$ cat config.mk
export PLATFORM = sky130hd
export DESIGN_NAME = pmq_ctrl
export DESIGN_NICKNAME = d
export VERILOG_FILES = /design/src/rtl/core/pmq_pkg.sv /design/src/rtl/core/pmq_ctrl.sv
export SDC_FILE = /design/constraint.sdc
export NUM_CORES = 1
export LEC_CHECK = 0
export BUFFER_PORTS_ARGS = -buffer_cell sky130_fd_sc_hd__buf_4
export CORE_ASPECT_RATIO = 0.6
export CORE_UTILIZATION = 40
export DETAILED_ROUTE_END_ITERATION = 6
export PLACE_DENSITY_LB_ADDON = 0.08
export SLEW_MARGIN = 25
export SYNTH_ARGS = -nofsm -noshare
export SYNTH_HDL_FRONTEND = slang
export SYNTH_SLANG_ARGS = --single-unit
$ cat constraint.sdc
create_clock -name clk -period 6.8 [get_ports clk]
set_input_delay 0.34 -clock clk [delete_from_list [all_inputs] [get_ports clk]]
set_output_delay 0.34 -clock clk [all_outputs]
set_load 0.1 [all_outputs]
$ cat src/rtl/core/pmq_pkg.sv
// Shared types and constants for the per-node max-priority queue.
// No dependencies; imported by every module of the block.
`timescale 1ns / 1ps
`default_nettype none

package pmq_pkg;

	// Default sizing, handed to the top-level parameters.
	localparam int NODES_DEF    = 16;
	localparam int CAPACITY_DEF = 16;

	// Fixed field widths.
	localparam int OPW   = 2;
	localparam int NIDW  = 4;
	localparam int VALW  = 32;
	localparam int ECW   = 5;
	localparam int TOTW  = 16;

	// Saturation point of the push total.
	localparam logic [TOTW-1:0] TOTAL_MAX = 16'hFFFF;

	// Operation codes.
	localparam logic [OPW-1:0] OP_PUSH = 2'd0;
	localparam logic [OPW-1:0] OP_POP  = 2'd1;
	localparam logic [OPW-1:0] OP_PEEK = 2'd2;

	// One finished result word, as the sequencer hands it to the output register.
	typedef struct packed {
		logic signed [VALW-1:0] head;
		logic                   empty;
		logic                   full;
		logic [ECW-1:0]         count;
		logic [TOTW-1:0]        total;
	} pmq_result_t;

endpackage

`default_nettype wire

$ cat src/rtl/core/pmq_ctrl.sv
// Sequencer for the queue operations: the entry-store ports walk the sorted
// insert and the head removal, with one signed comparator for the insert.
// Depends on pmq_pkg; drives pmq_entry_ram and pmq_node_table.
`timescale 1ns / 1ps
`default_nettype none

module pmq_ctrl
	import pmq_pkg::*;
#(
	parameter int NODES    = NODES_DEF,
	parameter int CAPACITY = CAPACITY_DEF,
	parameter int NW       = (NODES > 1) ? $clog2(NODES) : 1,
	parameter int CW       = $clog2(CAPACITY + 1),
	parameter int AW       = (NODES * CAPACITY > 1) ? $clog2(NODES * CAPACITY) : 1
) (
	input  wire logic                   clk,
	input  wire logic                   arst_n,
	// Request side.
	input  wire logic                   req_valid,
	output logic                        req_stall,
	input  wire logic [OPW-1:0]         opcode,
	input  wire logic [NIDW-1:0]        node_index,
	input  wire logic signed [VALW-1:0] push_value,
	// Node table.
	output logic                        tbl_re,
	output logic [NW-1:0]               tbl_raddr,
	input  wire logic [CW-1:0]          tbl_count,
	input  wire logic [TOTW-1:0]        tbl_total,
	output logic                        tbl_we,
	output logic [NW-1:0]               tbl_waddr,
	output logic [CW-1:0]               tbl_wcount,
	output logic [TOTW-1:0]             tbl_wtotal,
	// Entry store.
	output logic                        ent_we,
	output logic [AW-1:0]               ent_waddr,
	output logic signed [VALW-1:0]      ent_wdata,
	output logic                        ent_re,
	output logic [AW-1:0]               ent_raddr,
	input  wire logic signed [VALW-1:0] ent_rdata,
	// Result side.
	input  wire logic                   res_hold,
	output logic                        res_fire,
	output pmq_result_t                 res
);

	localparam logic [2:0] S_IDLE  = 3'd0;
	localparam logic [2:0] S_META  = 3'd1;
	localparam logic [2:0] S_INS   = 3'd2;
	localparam logic [2:0] S_PUT   = 3'd3;
	localparam logic [2:0] S_HEAD  = 3'd4;
	localparam logic [2:0] S_SHIFT = 3'd5;
	localparam logic [2:0] S_FIN   = 3'd6;

	localparam logic [CW-1:0] CAP_C  = CW'(CAPACITY);
	localparam logic [CW-1:0] ONE_C  = CW'(1);
	localparam logic [CW-1:0] TWO_C  = CW'(2);

	logic [2:0]             state_q;
	logic [OPW-1:0]         op_q;
	logic [NW-1:0]          node_q;
	logic                   range_q;
	logic signed [VALW-1:0] val_q;
	logic [AW-1:0]          base_q;
	logic [CW-1:0]          cnt_q;
	logic [TOTW-1:0]        tot_q;
	logic [CW-1:0]          pos_q;
	logic signed [VALW-1:0] head_q;
	logic                   empty_q;
	logic                   full_q;
	logic                   accept;
	logic                   in_range;
	logic                   less;

	assign req_stall = (state_q != S_IDLE);
	assign accept    = req_valid && !req_stall;
	assign in_range  = (32'(node_index) < NODES);

	// The single comparator: stored entry against the value being inserted.
	assign less = (ent_rdata < val_q);

	// Node table read at acceptance, write-back when the result leaves.
	assign tbl_re     = accept && in_range;
	assign tbl_raddr  = NW'(node_index);
	assign res_fire   = (state_q == S_FIN) && !res_hold;
	assign tbl_we     = res_fire && range_q;
	assign tbl_waddr  = node_q;
	assign tbl_wcount = cnt_q;
	assign tbl_wtotal = tot_q;

	// Result word.
	assign res.head  = head_q;
	assign res.empty = empty_q;
	assign res.full  = full_q;
	assign res.count = ECW'(cnt_q);
	assign res.total = tot_q;

	// Entry store accesses for each step of the walk.
	always_comb begin
		ent_we    = 1'b0;
		ent_waddr = base_q;
		ent_wdata = val_q;
		ent_re    = 1'b0;
		ent_raddr = base_q;
		unique case (state_q)
			S_META: begin
				if (range_q && op_q == OP_PUSH && tbl_count < CAP_C) begin
					if (tbl_count == '0) begin
						ent_we = 1'b1;
					end else begin
						ent_re    = 1'b1;
						ent_raddr = base_q + AW'(tbl_count - ONE_C);
					end
				end else if (range_q && (op_q == OP_POP || op_q == OP_PEEK) &&
						tbl_count != '0) begin
					ent_re = 1'b1;
				end
			end
			S_INS: begin
				ent_we    = 1'b1;
				ent_waddr = base_q + AW'(pos_q);
				if (less) begin
					ent_wdata = ent_rdata;
					if (pos_q > ONE_C) begin
						ent_re    = 1'b1;
						ent_raddr = base_q + AW'(pos_q - TWO_C);
					end
				end
			end
			S_PUT: begin
				ent_we    = 1'b1;
				ent_waddr = base_q + AW'(pos_q);
			end
			S_HEAD: begin
				if (op_q == OP_POP && cnt_q > ONE_C) begin
					ent_re    = 1'b1;
					ent_raddr = base_q + AW'(ONE_C);
				end
			end
			S_SHIFT: begin
				ent_we    = 1'b1;
				ent_waddr = base_q + AW'(pos_q - ONE_C);
				ent_wdata = ent_rdata;
				if ((pos_q + ONE_C) < cnt_q) begin
					ent_re    = 1'b1;
					ent_raddr = base_q + AW'(pos_q + ONE_C);
				end
			end
			default: begin
			end
		endcase
	end

	// Request capture; payload registers carry no reset.
	always_ff @(posedge clk) begin
		if (accept) begin
			op_q    <= opcode;
			node_q  <= NW'(node_index);
			val_q   <= push_value;
			base_q  <= AW'(32'(node_index) * CAPACITY);
		end
	end

	// Sequencer.
	always_ff @(posedge clk or negedge arst_n) begin
		if (!arst_n) begin
			state_q <= S_IDLE;
			range_q <= 1'b0;
			cnt_q   <= '0;
			tot_q   <= '0;
			pos_q   <= '0;
			head_q  <= '0;
			empty_q <= 1'b0;
			full_q  <= 1'b0;
		end else begin
			unique case (state_q)
				S_IDLE: begin
					if (accept) begin
						range_q <= in_range;
						state_q <= S_META;
					end
				end
				S_META: begin
					head_q  <= '0;
					empty_q <= 1'b0;
					full_q  <= 1'b0;
					cnt_q   <= tbl_count;
					tot_q   <= tbl_total;
					pos_q   <= tbl_count;
					state_q <= S_FIN;
					if (!range_q) begin
						cnt_q <= '0;
						tot_q <= '0;
					end else begin
						case (op_q) inside
							OP_PUSH: begin
								if (tbl_count >= CAP_C) begin
									full_q <= 1'b1;
								end else begin
									cnt_q <= tbl_count + ONE_C;
									tot_q <= (tbl_total == TOTAL_MAX) ? tbl_total :
										tbl_total + 16'd1;
									if (tbl_count != '0) begin
										state_q <= S_INS;
									end
								end
							end
							OP_POP, OP_PEEK: begin
								if (tbl_count == '0) begin
									empty_q <= 1'b1;
								end else begin
									state_q <= S_HEAD;
								end
							end
							default: begin
							end
						endcase
					end
				end
				S_INS: begin
					// Move the smaller entry down one place, or settle here.
					if (less) begin
						pos_q <= pos_q - ONE_C;
						state_q <= (pos_q > ONE_C) ? S_INS : S_PUT;
					end else begin
						state_q <= S_FIN;
					end
				end
				S_PUT: begin
					state_q <= S_FIN;
				end
				S_HEAD: begin
					head_q <= ent_rdata;
					pos_q  <= ONE_C;
					if (op_q != OP_POP) begin
						state_q <= S_FIN;
					end else if (cnt_q > ONE_C) begin
						state_q <= S_SHIFT;
					end else begin
						cnt_q   <= cnt_q - ONE_C;
						state_q <= S_FIN;
					end
				end
				S_SHIFT: begin
					// Close the gap left by the head, one entry a cycle.
					if ((pos_q + ONE_C) < cnt_q) begin
						pos_q <= pos_q + ONE_C;
					end else begin
						cnt_q   <= cnt_q - ONE_C;
						state_q <= S_FIN;
					end
				end
				S_FIN: begin
					if (!res_hold) begin
						state_q <= S_IDLE;
					end
				end
				default: begin
					state_q <= S_IDLE;
				end
			endcase
		end
	end

	// Entry writes stay inside the addressed node's region.
	a_write_in_node: assert property (@(posedge clk) disable iff (!arst_n)
		ent_we |-> (ent_waddr >= base_q) && (32'(ent_waddr - base_q) < CAPACITY))
		else $error("entry write outside the node region");

	// A written-back count never exceeds the capacity.
	a_count_bound: assert property (@(posedge clk) disable iff (!arst_n)
		tbl_we |-> (tbl_wcount <= CAP_C))
		else $error("node count above capacity");

	// A result never reports empty and full together.
	a_flags_exclusive: assert property (@(posedge clk) disable iff (!arst_n)
		res_fire |-> !(res.empty && res.full))
		else $error("empty and full reported together");

	// The insertion walk never runs past the head position.
	a_ins_pos: assert property (@(posedge clk) disable iff (!arst_n)
		(state_q == S_INS) |-> (pos_q != '0))
		else $error("insertion walk at position zero");

endmodule

`default_nettype wire

# Yosys cells after proc, flatten, opt, wreduce, memory -nomap -nowiden
# Index checks and enable logic that the tools add are counted.
# totals
word_cells	131
in_bits	95
regBits	102
output_inout_bits	138
# classes
magnitude_cmp	6
eq_ne	17
add_sub_neg	15
muxes	56
reduce_logical	26
# op_table
cell	n
case mux 32 bit (2 select lines)	2
two-way mux 16 bit	4
two-way mux 8 bit	6
two-way mux 5 bit	8
less-than comparator 32 bit	1
two-way mux 32 bit	1
case mux 8 bit (4 select lines)	1
adder 8 bit	3
two-way mux 3 bit	8
case mux 3 bit (7 select lines)	1
case mux 5 bit (4 select lines)	1
adder 16 x 1 -> 16 bit, second input constant	1
== test 16 bit, second input constant	1
two-way mux 1 bit	16
case mux 8 bit (2 select lines)	1
case mux 5 bit (3 select lines)	1
inequality test 2 bit, second input constant	7
subtractor 5 x 1 -> 6 bit, second input constant	2
adder 5 x 1 -> 5 bit, second input constant	2
greater-than comparator 5 x 1 -> 1 bit, second input constant	2
subtractor 5 x 1 -> 5 bit, second input constant	2
== test 3 bit, second input constant	3
adder 8 x 1 -> 8 bit, second input constant	1
adder 8 x 5 -> 8 bit	1
29 further kinds	44

# Logic depth before layout (Yosys ltp)
# depth
depth_word	7
ltp_mapped	12
ltp_nobuf	12

# Least setup slack after synthesis
# Ideal clock, no wire load.
# synth_timing
path_type	reg2out
from	register state_q[0]
to	output tbl_we
setup_slack_ns	1.622
path_stages_with_launch	6
required_ns	6.460
path_buffers	3
arrival_time_ns	4.838
path_cell_list	dfrtp_1 clkbuf_1 clkbuf_1 clkbuf_1 nor4_1 and2_1
# synth_via
elab_chain_cells	3
# synth_rtl
item	line_no	rtl
start: declaration	pmq_ctrl.sv:58	logic [2:0] state_q;
start signal: assignment	pmq_ctrl.sv:223	state_q <= (pos_q > ONE_C) ? S_INS : S_PUT;
== test 3 bit	pmq_ctrl.sv:84	assign res_fire = (state_q == S_FIN) && !res_hold;
logical AND 1 bit	pmq_ctrl.sv:84	
named net res_fire	pmq_ctrl.sv:42	output logic res_fire,
logical AND 1 bit	pmq_ctrl.sv:85	assign tbl_we = res_fire && range_q;
end: declaration	pmq_ctrl.sv:29	output logic tbl_we,
# The timed path passes the listed nets, and every way through them passes these cells.

# Final worst setup path
# layout_timing
from	register pos_q[2]
to	output ent_waddr[7]
# layout_via
elab_chain_cells	3
word_cells_on_any_way	4
cone_classes	3 x add/sub; 1 x mux
# layout_rtl
item	line_no	rtl
start: declaration	pmq_ctrl.sv:66	logic [CW-1:0] pos_q;
start signal: assignment	pmq_ctrl.sv:188	pos_q <= tbl_count;
start signal: assignment	pmq_ctrl.sv:222	pos_q <= pos_q - ONE_C;
start signal: assignment	pmq_ctrl.sv:246	pos_q <= pos_q + ONE_C;
subtractor 5 x 1 -> 6 bit	pmq_ctrl.sv:141	ent_waddr = base_q + AW'(pos_q - ONE_C);
adder 8 bit	pmq_ctrl.sv:141	
case mux 8 bit (2 select lines) (*)	pmq_ctrl.sv:104	unique case (state_q)
end: declaration	pmq_ctrl.sv:35	output logic [AW-1:0] ent_waddr,
# Every way passes the cells marked *; elsewhere a longest branch is shown, timed or not.

==> impl_metrics.tcl <==
set metrics [dict create \
    netlist_area_um2 7030 \
    syn_nets 875 \
    criticalPathCategory "register to primary output" \
    synth_warnings 0 \
    totalWireLength_um 21000 \
    nets 1060 \
    status "completed" \
    fmax_ghz 0.231 \
    place.gp.congestion 0.923 \
    drt_pass1_iterations 5 \
    rsz0062_at_grt "false" \
    ys_types 68 \
    syn_avg_cell_area_um2 9.78 \
    cts_buffers 9 \
    synthArstFlopShare_pct 62.7 \
    crit_arrival_ns 3.99 \
    setup_tns_ns 0 \
    grt_pass1_vias 6105 \
    die_h_um 105 \
    io_buffer_count 232 \
    wl_per_cell_um 18.4 \
    first_iter_violations 531 \
    critPathMaxFanout 12 \
    final_cell_area_um2 9070 \
    ant_nets 0 \
    hpwlAfterDp_um 15600 \
    setup_viol 0 \
    endpoint_kind "primary output" \
    worstSetupStartpoint "pos_q[2]" \
    post-place-ws_ns 2.63 \
    finalMaxSlewViolations 0 \
    dieArea_um2 18100 \
    routed_via_density 5.44 \
    synthTopCellsByArea "dfrtp_1, edfxtp_1, ha_1, a22o_1, nand2_1" \
    route.met3.wl_um 1640 \
    wl_met2_um 8850 \
    cts.htree.levels 3 \
    met1Wirelength_um 10200 \
    die_w_um 173 \
    n_antenna_cell 0 \
    cts.repair.resized 0 \
    synth-seq-cells 102 \
    netlist_instances 719 \
    grt_max_degree 65 \
    io_pins 233 \
    tightest_slew_ns 0.910 \
    synth_edf_count 38 \
    start_kind "register" \
    cts_setup_buffers 0 \
    hold_buffers 0 \
    fin_skew_ns 0.00798 \
    period_share_pct 63.7 \
    cts-root-buf "clkbuf_16" \
    seq_area_um2 2740 \
    num_vias 6215 \
    yosysTopAreaCell "dfrtp_1" \
    hold_viol 0 \
    relSlewSlack_pct 39.3 \
    antenna_found_initial 0 \
    coreArea_um2 17200 \
    grt-ovfl-total 0 \
    clk_latency_ns 0.35 \
    cap_violations 0 \
    regToRegStartpoint "pos_q[0]" \
    row_count 37 \
    post-route-drc-count 0 \
    yosys.area.top_type_share_pct 22.8 \
    initial_core_util_pct 40.9 \
    hold_path_class "input port to async pin" \
    cts_tree "done" \
    grt_usage_pct 23.4 \
    fillers 1595 \
    area_growth_syn_to_layout_pct 29.0 \
    placed_cell_area_um2 8730 \
    synthFlopType "dfrtp_1" \
    synth-seq-area-share_pct 39.0 \
    fin_crit_ns 4.33 \
    cts_buffer_depth 2 \
    clkSlewWorstSetupHoldPaths_ns 0.08 \
    maxUsedRoutingLayer "met4" \
    setup_ws_ns 2.47 \
    grt_pass1_wl_um 33400 \
    drive_above_1_share_pct 32.2 \
    multiInputGateArea_um2 3740 \
    cp.required_ns 6.46 \
    clock-sinks 102 \
    reg2reg_slack_ns 3.26 \
]
[area by class of cell]
type | instances | share of cell area, %
Sequential cell | 102 | 30.2
Tap cell | 234 | 3.23
Inverter | 50 | 2.07
Multi-Input combinational cell | 504 | 41.2
Clock buffer | 11 | 2.80
Clock inverter | 5 | 0.621
Timing Repair Buffer | 237 | 19.8
[critical path, stage by stage, from the launching register on]
cell and delay, ns:
dfrtp_1 0.54, inv_1 0.20, ha_1 0.23, nor3b_1 0.72, nand2_1 0.27, nor2_1 0.31, ha_1 0.29, a21o_1 0.15
a21oi_1 0.20, xnor2_1 0.09, o22ai_1 0.17, xor2_1 0.16, buf_4 0.31
[metrics by stage]
stage	instances	utilization [%]	hold WS [ns]
2_1_floorplan	719	-	0.0444
3_3_place_gp	1126	50.8	0.485
3_5_place_dp	1126	50.8	0.483
4_1_cts	1142	52.7	0.146
5_1_grt	1143	52.8	0.139
6_report	1143	52.8	0.117
[placed cells by master (no fill, tap or decap), drive strengths merged, types with 4 or more instances in the layout]
| master | netlist | layout |
|---|---|---|
| clkbuf | 30 | 11 |
| o22ai | 10 | 10 |
| nor2 | 34 | 34 |
| ha | 58 | 58 |
| xnor2 | 17 | 17 |
| a221oi | 5 | 5 |
| a31oi | 7 | 7 |
| inv | 49 | 53 |
| o221ai | 4 | 4 |
| buf | 33 | 237 |
| a21oi | 39 | 39 |
| a41o | 4 | 4 |
| nand2 | 72 | 72 |
| nor4 | 5 | 5 |
| dfrtp | 64 | 64 |
| and2 | 4 | 4 |
| edfxtp | 38 | 38 |
| and3 | 5 | 5 |
| o211ai | 6 | 6 |
| nor3 | 6 | 6 |
| mux2 | 38 | 38 |
| xor2 | 17 | 17 |
| or3 | 4 | 4 |
| a21o | 7 | 7 |
| mux2i | 8 | 8 |
| a22o | 33 | 33 |
| nand4 | 15 | 15 |
| o21ai | 39 | 39 |
| nand3 | 22 | 22 |
[routing by layer]
metal | up-vias | GRT usage [%]
met5 | - | 0
met3 | 23 | 5.79
met1 | 2971 | 35.1
met2 | 255 | 33.7
met4 | 0 | 4.80
li1 | 2966 | -
[final timing paths]
kind / to / cells after the start
setup / recovery: ent_waddr[7] / 12
hold / removal: pos_q[3] / 1
setup reg to reg: tbl_wcount[3] / 10
hold reg to reg: head_q[13] / 1
max in group asynchronous: head_q[2] / 1
min in group clk: val_q[3] / 1
[cells by family (layout without fill, tap and decap cells)]
kind of cell | Yosys count | after routing | share of synthesized area [%]
AO/OA/AOI/OAI | 181 | 181 | 17.9
XOR/XNOR | 34 | 34 | 4.24
adder cells (fa/ha/maj) | 61 | 61 | 11.2
buffers and inverters | 113 | 303 | 7.90
flip-flops | 102 | 102 | 39.0
multiplexers | 46 | 46 | 7.39
AND/OR/NAND/NOR | 182 | 182 | 12.4
[registers in the layout, indices dropped and copies added, names as in the netlist, 2 cells and up]
register	flops
head_q	32
op_q	2
pos_q	5
state_q	3
tbl_waddr	4
tbl_wcount	5
tbl_wtotal	16
val_q	32
[synth_stat cells, types with 3 or more instances]
master	number
nand2_1	72
dfrtp_1	64
ha_1	58
inv_1	49
a21oi_1	39
edfxtp_1	38
o21ai_0	37
nor2_1	34
a22o_1	33
clkbuf_1	30
buf_4	27
mux2_2	22
nand3_1	22
xnor2_1	17
xor2_1	17
nand4_1	14
mux2_1	13
o22ai_1	9
mux2i_1	8
a21o_1	7
a31oi_1	6
nor3_1	6
o211ai_1	6
a221oi_1	5
and3_1	5
a41o_1	4
and2_1	4
buf_6	4
nor4_1	4
o221ai_1	4
a22oi_1	3
and4_1	3
fa_1	3
mux2_4	3
nor2b_1	3
o22a_1	3
o31ai_1	3
or2_2	3
or3_1	3
or4_1	3
Power is not shown: default switching activity piles up to over one toggle a cycle in this logic, so the estimate is an artifact.
