$ cat config.mk
export PLATFORM = sky130hd
export DESIGN_NAME = pmq_node_table
export DESIGN_NICKNAME = d
export VERILOG_FILES = /design/src/rtl/core/pmq_pkg.sv /design/src/rtl/core/pmq_node_table.sv
export SDC_FILE = /design/constraint.sdc
export NUM_CORES = 1
export LEC_CHECK = 0
export ABC_AREA = 1
export BUFFER_PORTS_ARGS = -buffer_cell sky130_fd_sc_hd__clkbuf_2
export CAP_MARGIN = 20
export CORE_ASPECT_RATIO = 1.25
export CORE_MARGIN = 2
export CORE_UTILIZATION = 50
export CTS_BUF_LIST = sky130_fd_sc_hd__clkbuf_4 sky130_fd_sc_hd__clkbuf_8
export DETAILED_ROUTE_END_ITERATION = 10
export PLACE_DENSITY = 0.64
export SLEW_MARGIN = 30
export SYNTH_ARGS = -nofsm -noshare
export SYNTH_HDL_FRONTEND = slang
export SYNTH_SLANG_ARGS = --single-unit
$ cat constraint.sdc
create_clock -name clk -period 1.5 [get_ports clk]
set_clock_uncertainty 0.2 [all_clocks]
set_input_delay 0.225 -clock clk [delete_from_list [all_inputs] [get_ports clk]]
set_output_delay 0.225 -clock clk [all_outputs]
set_load 0.02 [all_outputs]
$ cat src/rtl/core/pmq_pkg.sv
// Shared types and constants for the per-node max-priority queue.
// No dependencies; imported by every module of the block.
`timescale 1ns / 1ps
`default_nettype none

package pmq_pkg;

	// Default sizing, handed to the top-level parameters.
	localparam int NODES_DEF    = 16;
	localparam int CAPACITY_DEF = 16;

	// Fixed field widths.
	localparam int OPW   = 2;
	localparam int NIDW  = 4;
	localparam int VALW  = 32;
	localparam int ECW   = 5;
	localparam int TOTW  = 16;

	// Saturation point of the push total.
	localparam logic [TOTW-1:0] TOTAL_MAX = 16'hFFFF;

	// Operation codes.
	localparam logic [OPW-1:0] OP_PUSH = 2'd0;
	localparam logic [OPW-1:0] OP_POP  = 2'd1;
	localparam logic [OPW-1:0] OP_PEEK = 2'd2;

	// One finished result word, as the sequencer hands it to the output register.
	typedef struct packed {
		logic signed [VALW-1:0] head;
		logic                   empty;
		logic                   full;
		logic [ECW-1:0]         count;
		logic [TOTW-1:0]        total;
	} pmq_result_t;

endpackage

`default_nettype wire

$ cat src/rtl/core/pmq_node_table.sv
// Per-node fill counts and push totals, with a valid bit per node so that
// a node never written reads as zero. Depends on pmq_pkg.
`timescale 1ns / 1ps
`default_nettype none

module pmq_node_table
	import pmq_pkg::*;
#(
	parameter int NODES = NODES_DEF,
	parameter int NW    = (NODES > 1) ? $clog2(NODES) : 1,
	parameter int CW    = 5
) (
	input  wire logic            clk,
	input  wire logic            arst_n,
	input  wire logic            re,
	input  wire logic [NW-1:0]   raddr,
	output logic [CW-1:0]        rcount,
	output logic [TOTW-1:0]      rtotal,
	input  wire logic            we,
	input  wire logic [NW-1:0]   waddr,
	input  wire logic [CW-1:0]   wcount,
	input  wire logic [TOTW-1:0] wtotal
);

	logic [CW-1:0]   count_mem [NODES];
	logic [TOTW-1:0] total_mem [NODES];
	logic [NODES-1:0] valid_q;
	logic [CW-1:0]   rcount_q;
	logic [TOTW-1:0] rtotal_q;
	logic            rvalid_q;

	// Valid bits, cleared at once by reset.
	always_ff @(posedge clk or negedge arst_n) begin
		if (!arst_n) begin
			valid_q <= '0;
		end else if (we) begin
			valid_q[waddr] <= 1'b1;
		end
	end

	// Storage write.
	always_ff @(posedge clk) begin
		if (we) begin
			count_mem[waddr] <= wcount;
			total_mem[waddr] <= wtotal;
		end
	end

	// Registered read, valid bit taken alongside.
	always_ff @(posedge clk) begin
		if (re) begin
			rcount_q <= count_mem[raddr];
			rtotal_q <= total_mem[raddr];
			rvalid_q <= valid_q[raddr];
		end
	end

	assign rcount = rvalid_q ? rcount_q : '0;
	assign rtotal = rvalid_q ? rtotal_q : '0;

endmodule

`default_nettype wire

Yosys cells after proc, flatten, opt, wreduce, memory -nomap -nowiden --
Memory sizes are Yosys's and may differ from the RTL's. A register that Yosys moved wholly into a read port is not among the register bits. Index checks and enable logic that the tools add are counted.
Word-level totals: RAM bits 336, register bits 17, memories kept 2, input port bits 33, output and inout port bits 21, logic and storage cells 17
Memory list:
- total_mem | words 16, width 16, read ports 1, clocked after Yosys merged registers in 1, wr ports 1, line pmq_node_table.sv:26 | logic [TOTW-1:0] total_mem [NODES];
- count_mem | words 16, width 5, read ports 1, clocked after Yosys merged registers in 1, wr ports 1, line pmq_node_table.sv:25 | logic [CW-1:0] count_mem [NODES];
Cells by class: $lt $le $gt $ge 3, bitwise logic cells 1, reduce and logical (&&, ||, !) cells 1, multiplexer cells 8
Operator list (count):
- $mux 16 | 1
- $or 16x16->16 | 1
- $lt 4x5->1 const B | 2
- $mux 5 | 1
- $bmux 1 s4 | 1
- $demux 1 s4 | 1
- $ge 4x1->1 const B | 1
- $mux 1 | 4
- $logic_and 1x1->1 | 1

Depth between registers and ports, before layout --
Gate-level depths: netlist of the first run.
word-level depth 5, gate-level depth with buffers 10, mapped depth without buffers 7

Worst setup path after synthesis of the first run --
OpenSTA, ideal clock, no wires.
kind input to register, start point input waddr[1], end point memory count_mem[0][0] (enable), library setup time 0.399 ns, path buffers 0, arrival 1.388 ns, cell stages on the path 3, required time 0.901 ns, setup slack -0.487 ns, cell sequence inv_1 nand3_1 nor2_1
RTL lines:
- start, declared | line pmq_node_table.sv:20 | input wire logic [NW-1:0] waddr,
- end, declared | line pmq_node_table.sv:25
Straight into the memory's write port.

Final worst setup path of the first run --
start point register rvalid_q, end point output rcount[1]
Between the ends: word-level cells in the longest chain between the ends 1
RTL lines:
- start, declared | line pmq_node_table.sv:30 | logic rvalid_q;
- start signal, assigned | line pmq_node_table.sv:54 | rvalid_q <= valid_q[raddr];
- $mux 5 | line pmq_node_table.sv:58 | assign rcount = rvalid_q ? rcount_q : '0;
- end, declared | line pmq_node_table.sv:17 | output logic [CW-1:0] rcount,
No other way between the ends.

==> results of run 1 <==
## critical path: stages (launching register included)
cell	delay, ns
edfxtp_1	0.42
buf_12	0.18
nand2_1	0.11
inv_1	0.04
buf_2	0.15
## per-stage QoR
stage | instances | hold WS (ns)
floorplan | 1529 | -0.271
global placement | 2021 | -0.0343
detailed placement | 2021 | -0.0282
CTS | 2151 | -0.0836
global route | 2150 | 0.0127
finish | 2151 | -0.0124
## how the worst max path moves through the flow
stage	startpoint	end	slack (ns)	cells past startpoint
2_1_floorplan	waddr[1]	count_mem[0][0]$_DFFE_PP_	-0.02	3
3_3_place_gp	raddr[0]	rtotal_q[3]$_DFFE_PP_	-0.11	8
3_5_place_dp	raddr[0]	rtotal_q[3]$_DFFE_PP_	-0.13	9
4_1_cts	rvalid_q$_DFFE_PP_	rtotal[6]	-0.50	4
5_1_grt	rvalid_q$_DFFE_PP_	rcount[1]	-0.50	4
6_report	rvalid_q$_DFFE_PP_	rcount[1]	-0.47	4
## final cells by class
| cell class | count | area, µm² |
|---|---|---|
| clock inverter | 30 | 160 |
| sequential | 374 | 11200 |
| tap | 412 | 515 |
| timing repair buffer | 182 | 2020 |
| antenna | 1 | 2.50 |
| inverter | 297 | 1120 |
| multi-input combinational | 785 | 3480 |
| fill | 2541 | 12400 |
| clock buffer | 70 | 863 |
## where the power goes
group	total, mW	switching (mW)	internal [mW]
sequential	11.8	0.0632	11.7
combinational	1.81	1.14	0.671
clock	7.76	3.82	3.94
## metal layers
metal  vias up  wire length, µm  global-route usage [%]
li1       5257                -                       -
met4         0             1060                    8.65
met5         -                0                       0
met1      5311            16600                    32.0
met3        81             2100                    3.02
met2       349            20000                    41.3
## registers in the layout, summed over array words and instances (netlist names)
register and cells:
rcount_q 5, valid_q 16, rtotal_q 16, total_mem 256, rvalid_q 1, count_mem 80
## logic make-up after synthesis
family,synth area share [%]
simple gates,20.1
flops,69.5
buf+inv,9.88
compound gates,0.499
## placed cells by master (no fill, tap or decap)
| cell | instances |
|---|---|
| buf_12 | 52 |
| buf_2 | 10 |
| buf_4 | 57 |
| bufinv_16 | 1 |
| clkbuf_16 | 1 |
| clkbuf_2 | 31 |
| clkbuf_4 | 16 |
| clkbuf_8 | 56 |
| clkinv_1 | 20 |
| clkinv_2 | 7 |
| clkinvlp_4 | 2 |
| dfrtp_1 | 16 |
| diode_2 | 1 |
| dlygate4sd3_1 | 29 |
| edfxtp_1 | 358 |
| inv_1 | 290 |
| inv_2 | 3 |
| inv_4 | 2 |
| inv_6 | 2 |
| nand2_1 | 479 |
| nand2_2 | 1 |
| nand2_4 | 2 |
| nand2_8 | 1 |
| nand3_1 | 266 |
| nand3_2 | 4 |
| nor2_4 | 16 |
| o21ai_0 | 15 |
| o21ai_1 | 1 |
## timing repair
action	4_1_cts	5_1_grt
gates cloned	0	1
endpoints found under the setup margin	21	207
resized for setup	7	33
pin swaps	0	3
hold endpoints to repair	393	17
hold buffers	30	2
==> impl_metrics.tcl, run 1 <==
set metrics [dict create \
    regToRegEndpoint "rtotal_q[12]$_DFFE_PP_" \
    min_to "valid_q[13]$_DFFE_PN0P_" \
    yosys-top-cells-area "edfxtp_1 (67%), nand2_1 (11%), nand3_1 (8.4%)" \
    critPathLaunchType "flop" \
    antenna_left 0 \
    ir_drop_mv 0.546 \
    synth.cell_area_um2 16000 \
    ys.flop_type "edfxtp_1" \
    hpwl_mm 23.4 \
    synth_edf_count 358 \
    fp.dieH_um 204 \
    viasPerCell 5.11 \
    drc 0 \
    hp-class "input port to flop" \
    grt_max_degree 45 \
    drv_slew 0 \
    antenna_found_initial 0 \
    synth_warnings 0 \
    crit_type "flop to output port" \
    r2r_setup_slack_ns 0.21 \
    fmax_mhz 509 \
    synth_area_leader_cell "edfxtp_1" \
    place.gp.congestion 0.824 \
    async_flop_share_pct 4.28 \
    status "complete, but fails checks" \
    total_power_mw 21.3 \
    grt_first_pass_wirelength_mm 60.6 \
    cp.required_ns 1.07 \
    numCtsBuffers 54 \
    reg2reg_depth 6 \
    arrival_ns 1.54 \
    h-tree-depth 2 \
    hold_viol 2 \
    wire_per_inst_um 18.5 \
    cts_buffer_depth 3 \
    holdPathStages 5 \
    drt_iter0_drc 1045 \
    grt_use_total_pct 24.2 \
    fin_setup_tns_ns -9.10 \
    die_w_um 164 \
    synth_seq_cells 374 \
    syn_nets 1562 \
    drive_gt1_share_pct 15.2 \
    insertion_delay_ns 0.62 \
    crit_path_end_kind "output port" \
    yosys-top-cells-count "nand2_1 (483), edfxtp_1 (358), inv_1 (294), nand3_1 (270), buf_2 (23)" \
    grt_pass1_vias 10800 \
    p_leak_nw 8.46 \
    hold_start "we" \
    design_area_um2 19300 \
    path_max_fanout 21 \
    maxCapViolCount 0 \
    maxSlewHeadroom_pct 72.4 \
    rsz0062_at_grt "true" \
    synth_seq_area_share_pct 69.5 \
    first_pass_iters 5 \
    synth_top_area_share_pct 67.0 \
    grt-ovfl-total 0 \
    synth.distinct_cells 15 \
    clock-root-buffer "clkbuf_8" \
    dp_slack_ns -0.130 \
    powerDensity_nw_per_um2 1110 \
    post-cts-setup-buffers 0 \
    area_growth_pct 20.4 \
    rr_startpoint "total_mem[7][12]$_DFFE_PP_" \
    violations "hold timing, setup timing" \
    portBuffers 53 \
    num-nets-final 1727 \
    die-area_um2 33500 \
    rows 73 \
    syn_area_per_cell_um2 10.5 \
    start_util_pct 50.6 \
    setup_slack_ns -0.466 \
    clkSinkCount 374 \
    vias 11000 \
    finalSetupViolCount 29 \
    cts_tree "yes" \
    whs_ns -0.0124 \
    design.core.area_um2 31700 \
    ios 54 \
    utilization_pct 60.9 \
    wirelength_mm 39.7 \
    yosysMostFrequentCell "nand2_1" \
    clkSlewWorstSetupHoldPaths_ns 0.07 \
    finalCriticalPeriod_ns 1.97 \
    netlist_instances 1529 \
    post_dp_cell_area_um2 17900 \
    period_share_pct 131 \
    worstMarginPinSlew_ns 0.414 \
]
No activity file was read; power rests on OpenSTA's default activity.
==> run 2: changes to the inputs <==
BUFFER_PORTS_ARGS = not set   (was -buffer_cell sky130_fd_sc_hd__clkbuf_2)
CAP_MARGIN = 10   (was 20)
DONT_BUFFER_PORTS = 1   (was not set)
PLACE_DENSITY = 0.63   (was 0.64)
==> run 2 against run 1 <==
Effect of this change: the run still ends with hold timing, setup timing left; hold slack worse by 0.27 ns; final cell count is 4.2% lower; power is 1.2% lower; highest routed layer is now met5.
==> impl_metrics.tcl, run 2 (same netlist as run 1, synthesis figures left out) <==
set metrics [dict create \
    hpwl_mm 22.5 \
    whs_ns -0.282 \
    post_dp_cell_area_um2 17000 \
    grt_max_degree 178 \
    ir_drop_mv 0.594 \
    critPathLaunchType "flop" \
    powerDensity_nw_per_um2 1140 \
    area_growth_pct 15.0 \
    worstMarginPinSlew_ns 0.768 \
    arrival_ns 1.38 \
    antenna_left 0 \
    num-nets-final 1634 \
    finalSetupViolCount 21 \
    drv_slew 0 \
    maxCapViolCount 0 \
    mostFrequentLayoutCells "nand2_1 (477), edfxtp_1 (358), inv_1 (273)" \
    wire_per_inst_um 18.8 \
    clkSinkCount 374 \
    place.gp.congestion 0.812 \
    hold_viol 22 \
    design.core.area_um2 31700 \
    drt_iter0_drc 873 \
    cts_buffer_depth 3 \
    vias 10700 \
    insertion_delay_ns 0.60 \
    ios 54 \
    hp-class "input port to flop" \
    finalCriticalPeriod_ns 1.80 \
    postCtsHoldBufs 31 \
    setup_slack_ns -0.302 \
    violations "hold timing, setup timing" \
    start_util_pct 50.6 \
    design_area_um2 18500 \
    rows 73 \
    grt_first_pass_wirelength_mm 60.4 \
    clock-root-buffer "clkbuf_8" \
    first_pass_iters 5 \
    clkSlewWorstSetupHoldPaths_ns 0.06 \
    drive_gt1_share_pct 11.3 \
    total_power_mw 21.1 \
    status "complete, but fails checks" \
    fp.dieH_um 204 \
    viasPerCell 5.20 \
    path_max_fanout 21 \
    die_w_um 164 \
    fillers 2567 \
    crit_path_end_kind "output port" \
    die-area_um2 33500 \
    period_share_pct 120 \
    maxSlewHeadroom_pct 48.6 \
    wirelength_mm 38.8 \
    drc 0 \
    fmax_mhz 555 \
    post-cts-setup-buffers 0 \
    p_leak_nw 7.90 \
    reg_top3 "total_mem (256), count_mem (80)" \
    h-tree-depth 2 \
    portBuffers 0 \
    regMostFlops "total_mem" \
    final_common_cell "nand2_1" \
    cp.required_ns 1.07 \
    grt-ovfl-total 0 \
    grt_pass1_vias 10700 \
    r2r_setup_slack_ns 0.14 \
    numCtsBuffers 55 \
    crit_type "flop to output port" \
    rsz0062_at_grt "true" \
    cts_tree "yes" \
    antenna_found_initial 3 \
    largest_reg_flops 256 \
    grt_use_total_pct 24.1 \
]
run 2: cell count changes in the layout (fill, tap and decap cells not counted), moves of 4 or more:
cell,delta
buf_12,-20
nand2_2,+5
buf_2,-10
buf_4,-30
clkinv_1,+4
inv_2,+15
clkinv_2,-5
clkbuf_2,-31
inv_1,-17
run 2: metrics by stage:
| stage | setup TNS [ns] | worst slack, ns | std cells | utilization, % |
|---|---|---|---|---|
| 6_report | -5.83 | -0.302 | 2060 | 58.2 |
| 2_1_floorplan | -3.14 | -0.0235 | 1529 | - |
| 3_5_place_dp | -2.00 | -0.171 | 1925 | 53.8 |
| 4_1_cts | -7.23 | -0.340 | 2057 | 58.1 |
| 5_1_grt | -7.75 | -0.386 | 2059 | 58.2 |
| 3_3_place_gp | -1.73 | -0.164 | 1925 | 53.8 |
run 2: worst paths after layout:
path	start	end	depth (start not counted)
worst max register to register	count_mem[7][4]$_DFFE_PP_	rcount_q[4]$_DFFE_PP_	6
worst max-delay path	rvalid_q$_DFFE_PP_	rcount[4]	3
worst min-delay path	raddr[2]	rtotal_q[15]$_DFFE_PP_	3
worst min register to register	valid_q[7]$_DFFE_PN0P_	valid_q[7]$_DFFE_PN0P_	2
min in group asynchronous	arst_n	valid_q[3]$_DFFE_PN0P_	2
max in group asynchronous	arst_n	valid_q[6]$_DFFE_PN0P_	2
run 2: cell type report:
type                       instances  area (µm²)  area share (%)
sequential                       374       11200            60.4
multi-input combinational        785        3470            18.8
timing repair buffer              88        1130            6.14
inverter                         297        1130            6.11
clock buffer                      73         905            4.90
tap                              412         515            2.79
clock inverter                    28         145           0.787
antenna                            3        7.51          0.0407
run 2: per-layer routing:
layer	part of all wire [%]	vias to the layer above	wire length [µm]	global-route usage, %
met5	0.021	-	8	0
met4	3.3	2	1270	9.87
met3	6.2	82	2410	4.46
met2	49	346	19100	39.3
met1	41	5208	16000	31.9
li1	-	5074	-	-
run 2: power breakdown:
part	internal (mW)	total, mW	switching [mW]	leakage [nW]
clock network	4.09	7.85	3.76	0.548
logic	0.481	1.46	0.974	3.96
registers	11.7	11.8	0.0700	3.39
run 2: what timing repair did:
| action | CTS | global route |
|---|---|---|
| endpoints found under the hold margin | 633 | 22 |
| gates resized for setup | 24 | 4 |
| endpoints found under the setup margin | 21 | 105 |
run 2: critical path: stages (launching register included):
cell and delay [ns]:
edfxtp_1 0.41, buf_12 0.19, nand2_2 0.12, inv_4 0.06
==> run 3: changes to the inputs <==
PLACE_DENSITY = 0.77   (was 0.63)
==> run 3 against run 2 <==
Effect of this change: worst setup slack worse by 0.0012 ns; critical path depth did not move; clock-buffer cell count shrank 8; first-iteration DRC count rose by 24%; critical endpoint is now rtotal[5]; flip-flop and latch count stayed put; final area barely moved; maximum frequency is essentially flat; final cell count decreased by 0.34%; global-route usage down 0.56 points; clock power down 6.1%; die area unchanged; the flow still finishes with violations (hold timing, setup timing); via count increased by 2.2%.
==> impl_metrics.tcl, run 3 (same netlist as run 1, synthesis figures left out) <==
set metrics [dict create \
    status "complete, but fails checks" \
    violations "hold timing, setup timing" \
    die-area_um2 33500 \
    multi_input_area_um2 3480 \
    hold_viol 22 \
    finalCriticalPeriod_ns 1.80 \
    arrival_ns 1.38 \
    crit_path_end_kind "output port" \
    place.gp.congestion 0.831 \
    cp.required_ns 1.07 \
    max_stage_delay_ns 0.38 \
    maxSlewHeadroom_pct 51.3 \
    first_pass_iters 5 \
    portBuffers 0 \
    wire_per_inst_um 19.0 \
    cp_slowest_cell "edfxtp_1" \
    mostFrequentLayoutCells "nand2_1 (477), edfxtp_1 (358), inv_1 (270)" \
    rr_startpoint "total_mem[9][0]$_DFFE_PP_" \
    fillers 2402 \
    cts_buffer_depth 3 \
    postCtsHoldBufs 32 \
    crit_type "flop to output port" \
    wirelength_mm 38.9 \
    drc 0 \
    hpwl_mm 22.0 \
    fmax_mhz 555 \
    antenna_found_initial 2 \
    grt_max_degree 178 \
    period_share_pct 120 \
    viasPerCell 5.33 \
    drt_iter0_drc 1082 \
    h-tree-depth 2 \
    clock-root-buffer "clkbuf_8" \
    p_leak_nw 7.91 \
    numCtsBuffers 52 \
    rsz0062_at_grt "true" \
    grt_first_pass_wirelength_mm 59.6 \
    dp_slack_ns -0.0970 \
    grt_pass1_vias 11000 \
    ff_latch_area_um2 11200 \
    start_util_pct 50.6 \
    startpoint "rvalid_q$_DFFE_PP_" \
    crit_chain "buf_12 -> nand2_1 -> inv_2" \
    ios 54 \
    final_cells 2053 \
    reg2reg_depth 6 \
    hp-class "input port to flop" \
    area_growth_pct 15.0 \
    rows 73 \
    cts_tree "yes" \
    dp.cells 1918 \
    finalSetupViolCount 21 \
    whs_ns -0.263 \
    setup_slack_ns -0.303 \
    antenna_left 0 \
    clkSlewWorstSetupHoldPaths_ns 0.07 \
    fp.dieH_um 204 \
    drv_slew 0 \
    die_w_um 164 \
    fin_setup_tns_ns -6.00 \
    ir_drop_mv 0.676 \
    final_common_cell "nand2_1" \
    num-nets-final 1631 \
    hold_start "raddr[2]" \
    powerDensity_nw_per_um2 1120 \
    maxCapViolCount 0 \
    vias 10900 \
    drive_gt1_share_pct 11.5 \
    critPathLaunchType "flop" \
    grt-ovfl-total 0 \
    insertion_delay_ns 0.60 \
    largest_reg_flops 256 \
    grt_use_total_pct 23.6 \
    path_max_fanout 21 \
    reg_top3 "total_mem (256), count_mem (80)" \
    design.core.area_um2 31700 \
    holdPathStages 3 \
    clkSinkCount 374 \
    total_power_mw 20.6 \
    worstMarginPinSlew_ns 0.727 \
    regMostFlops "total_mem" \
]
[run 3: cell count changes in the layout (fill, tap and decap cells not counted), moves of 2 or more]
cell	before	now
inv_2	18	21
clkbuf_8	57	54
clkinv_2	2	10
dlygate4sd3_1	29	26
buf_4	27	21
inv_1	273	270
clkbuf_4	16	11
clkbuf_16	0	3
clkinv_1	24	20
diode_2	3	1
dlymetal6s4s_1	0	4
[run 3: final timing paths]
check,endpoint,slack [ns]
max,rtotal[5],-0.30
min,rvalid_q$_DFFE_PP_,-0.26
max reg2reg,rtotal_q[0]$_DFFE_PP_,0.10
min reg2reg,valid_q[2]$_DFFE_PN0P_,0.28
max in group asynchronous,valid_q[3]$_DFFE_PN0P_,0.15
min in group asynchronous,valid_q[5]$_DFFE_PN0P_,0.49
[run 3: per-layer routing]
layer / up-vias / share of wire (%) / GRT usage (%)
li1: 5065 / - / -
met1: 5267 / 37 / 29.0
met2: 508 / 51 / 40.1
met3: 107 / 7.5 / 3.96
met4: 2 / 3.9 / 11.7
met5: - / 0.039 / 0
[run 3: report_power, final]
group          internal (mW)  switching [mW]
Combinational          0.480           0.966
Clock                   3.63            3.74
Sequential              11.7          0.0733
[run 3: worst max-delay path, delay by kind of cell (launching register included)]
kind / cells / cell delay [ns]
buffers and inverters: 2 / 0.30
DFF: 1 / 0.38
and+or+nand+nor: 1 / 0.09
[run 3: area by class of cell]
class,instances,area share (%)
Antenna cell,1,0.0136
Tap cell,412,2.79
Clock inverter,31,0.746
Multi-Input combinational cell,785,18.8
Timing Repair Buffer,88,6.58
Clock buffer,65,4.48
Inverter,297,6.11
Sequential cell,374,60.4
[run 3: through the flow]
step | util [%] | area [µm²]
floorplan | - | 16200
detailed placement | 53.6 | 17000
global route | 58.2 | 18500
global placement | 53.6 | 17000
finish | 58.2 | 18500
CTS | 57.7 | 18300
[run 3: repair_timing]
item                                   in CTS  in global routing
cloned                                      0                  3
endpoints found under the hold margin     412                 22
setup endpoints to repair                  21                277
pin swaps                                   0                  3
buffers inserted                            0                  3
gates resized for setup                    24                 15
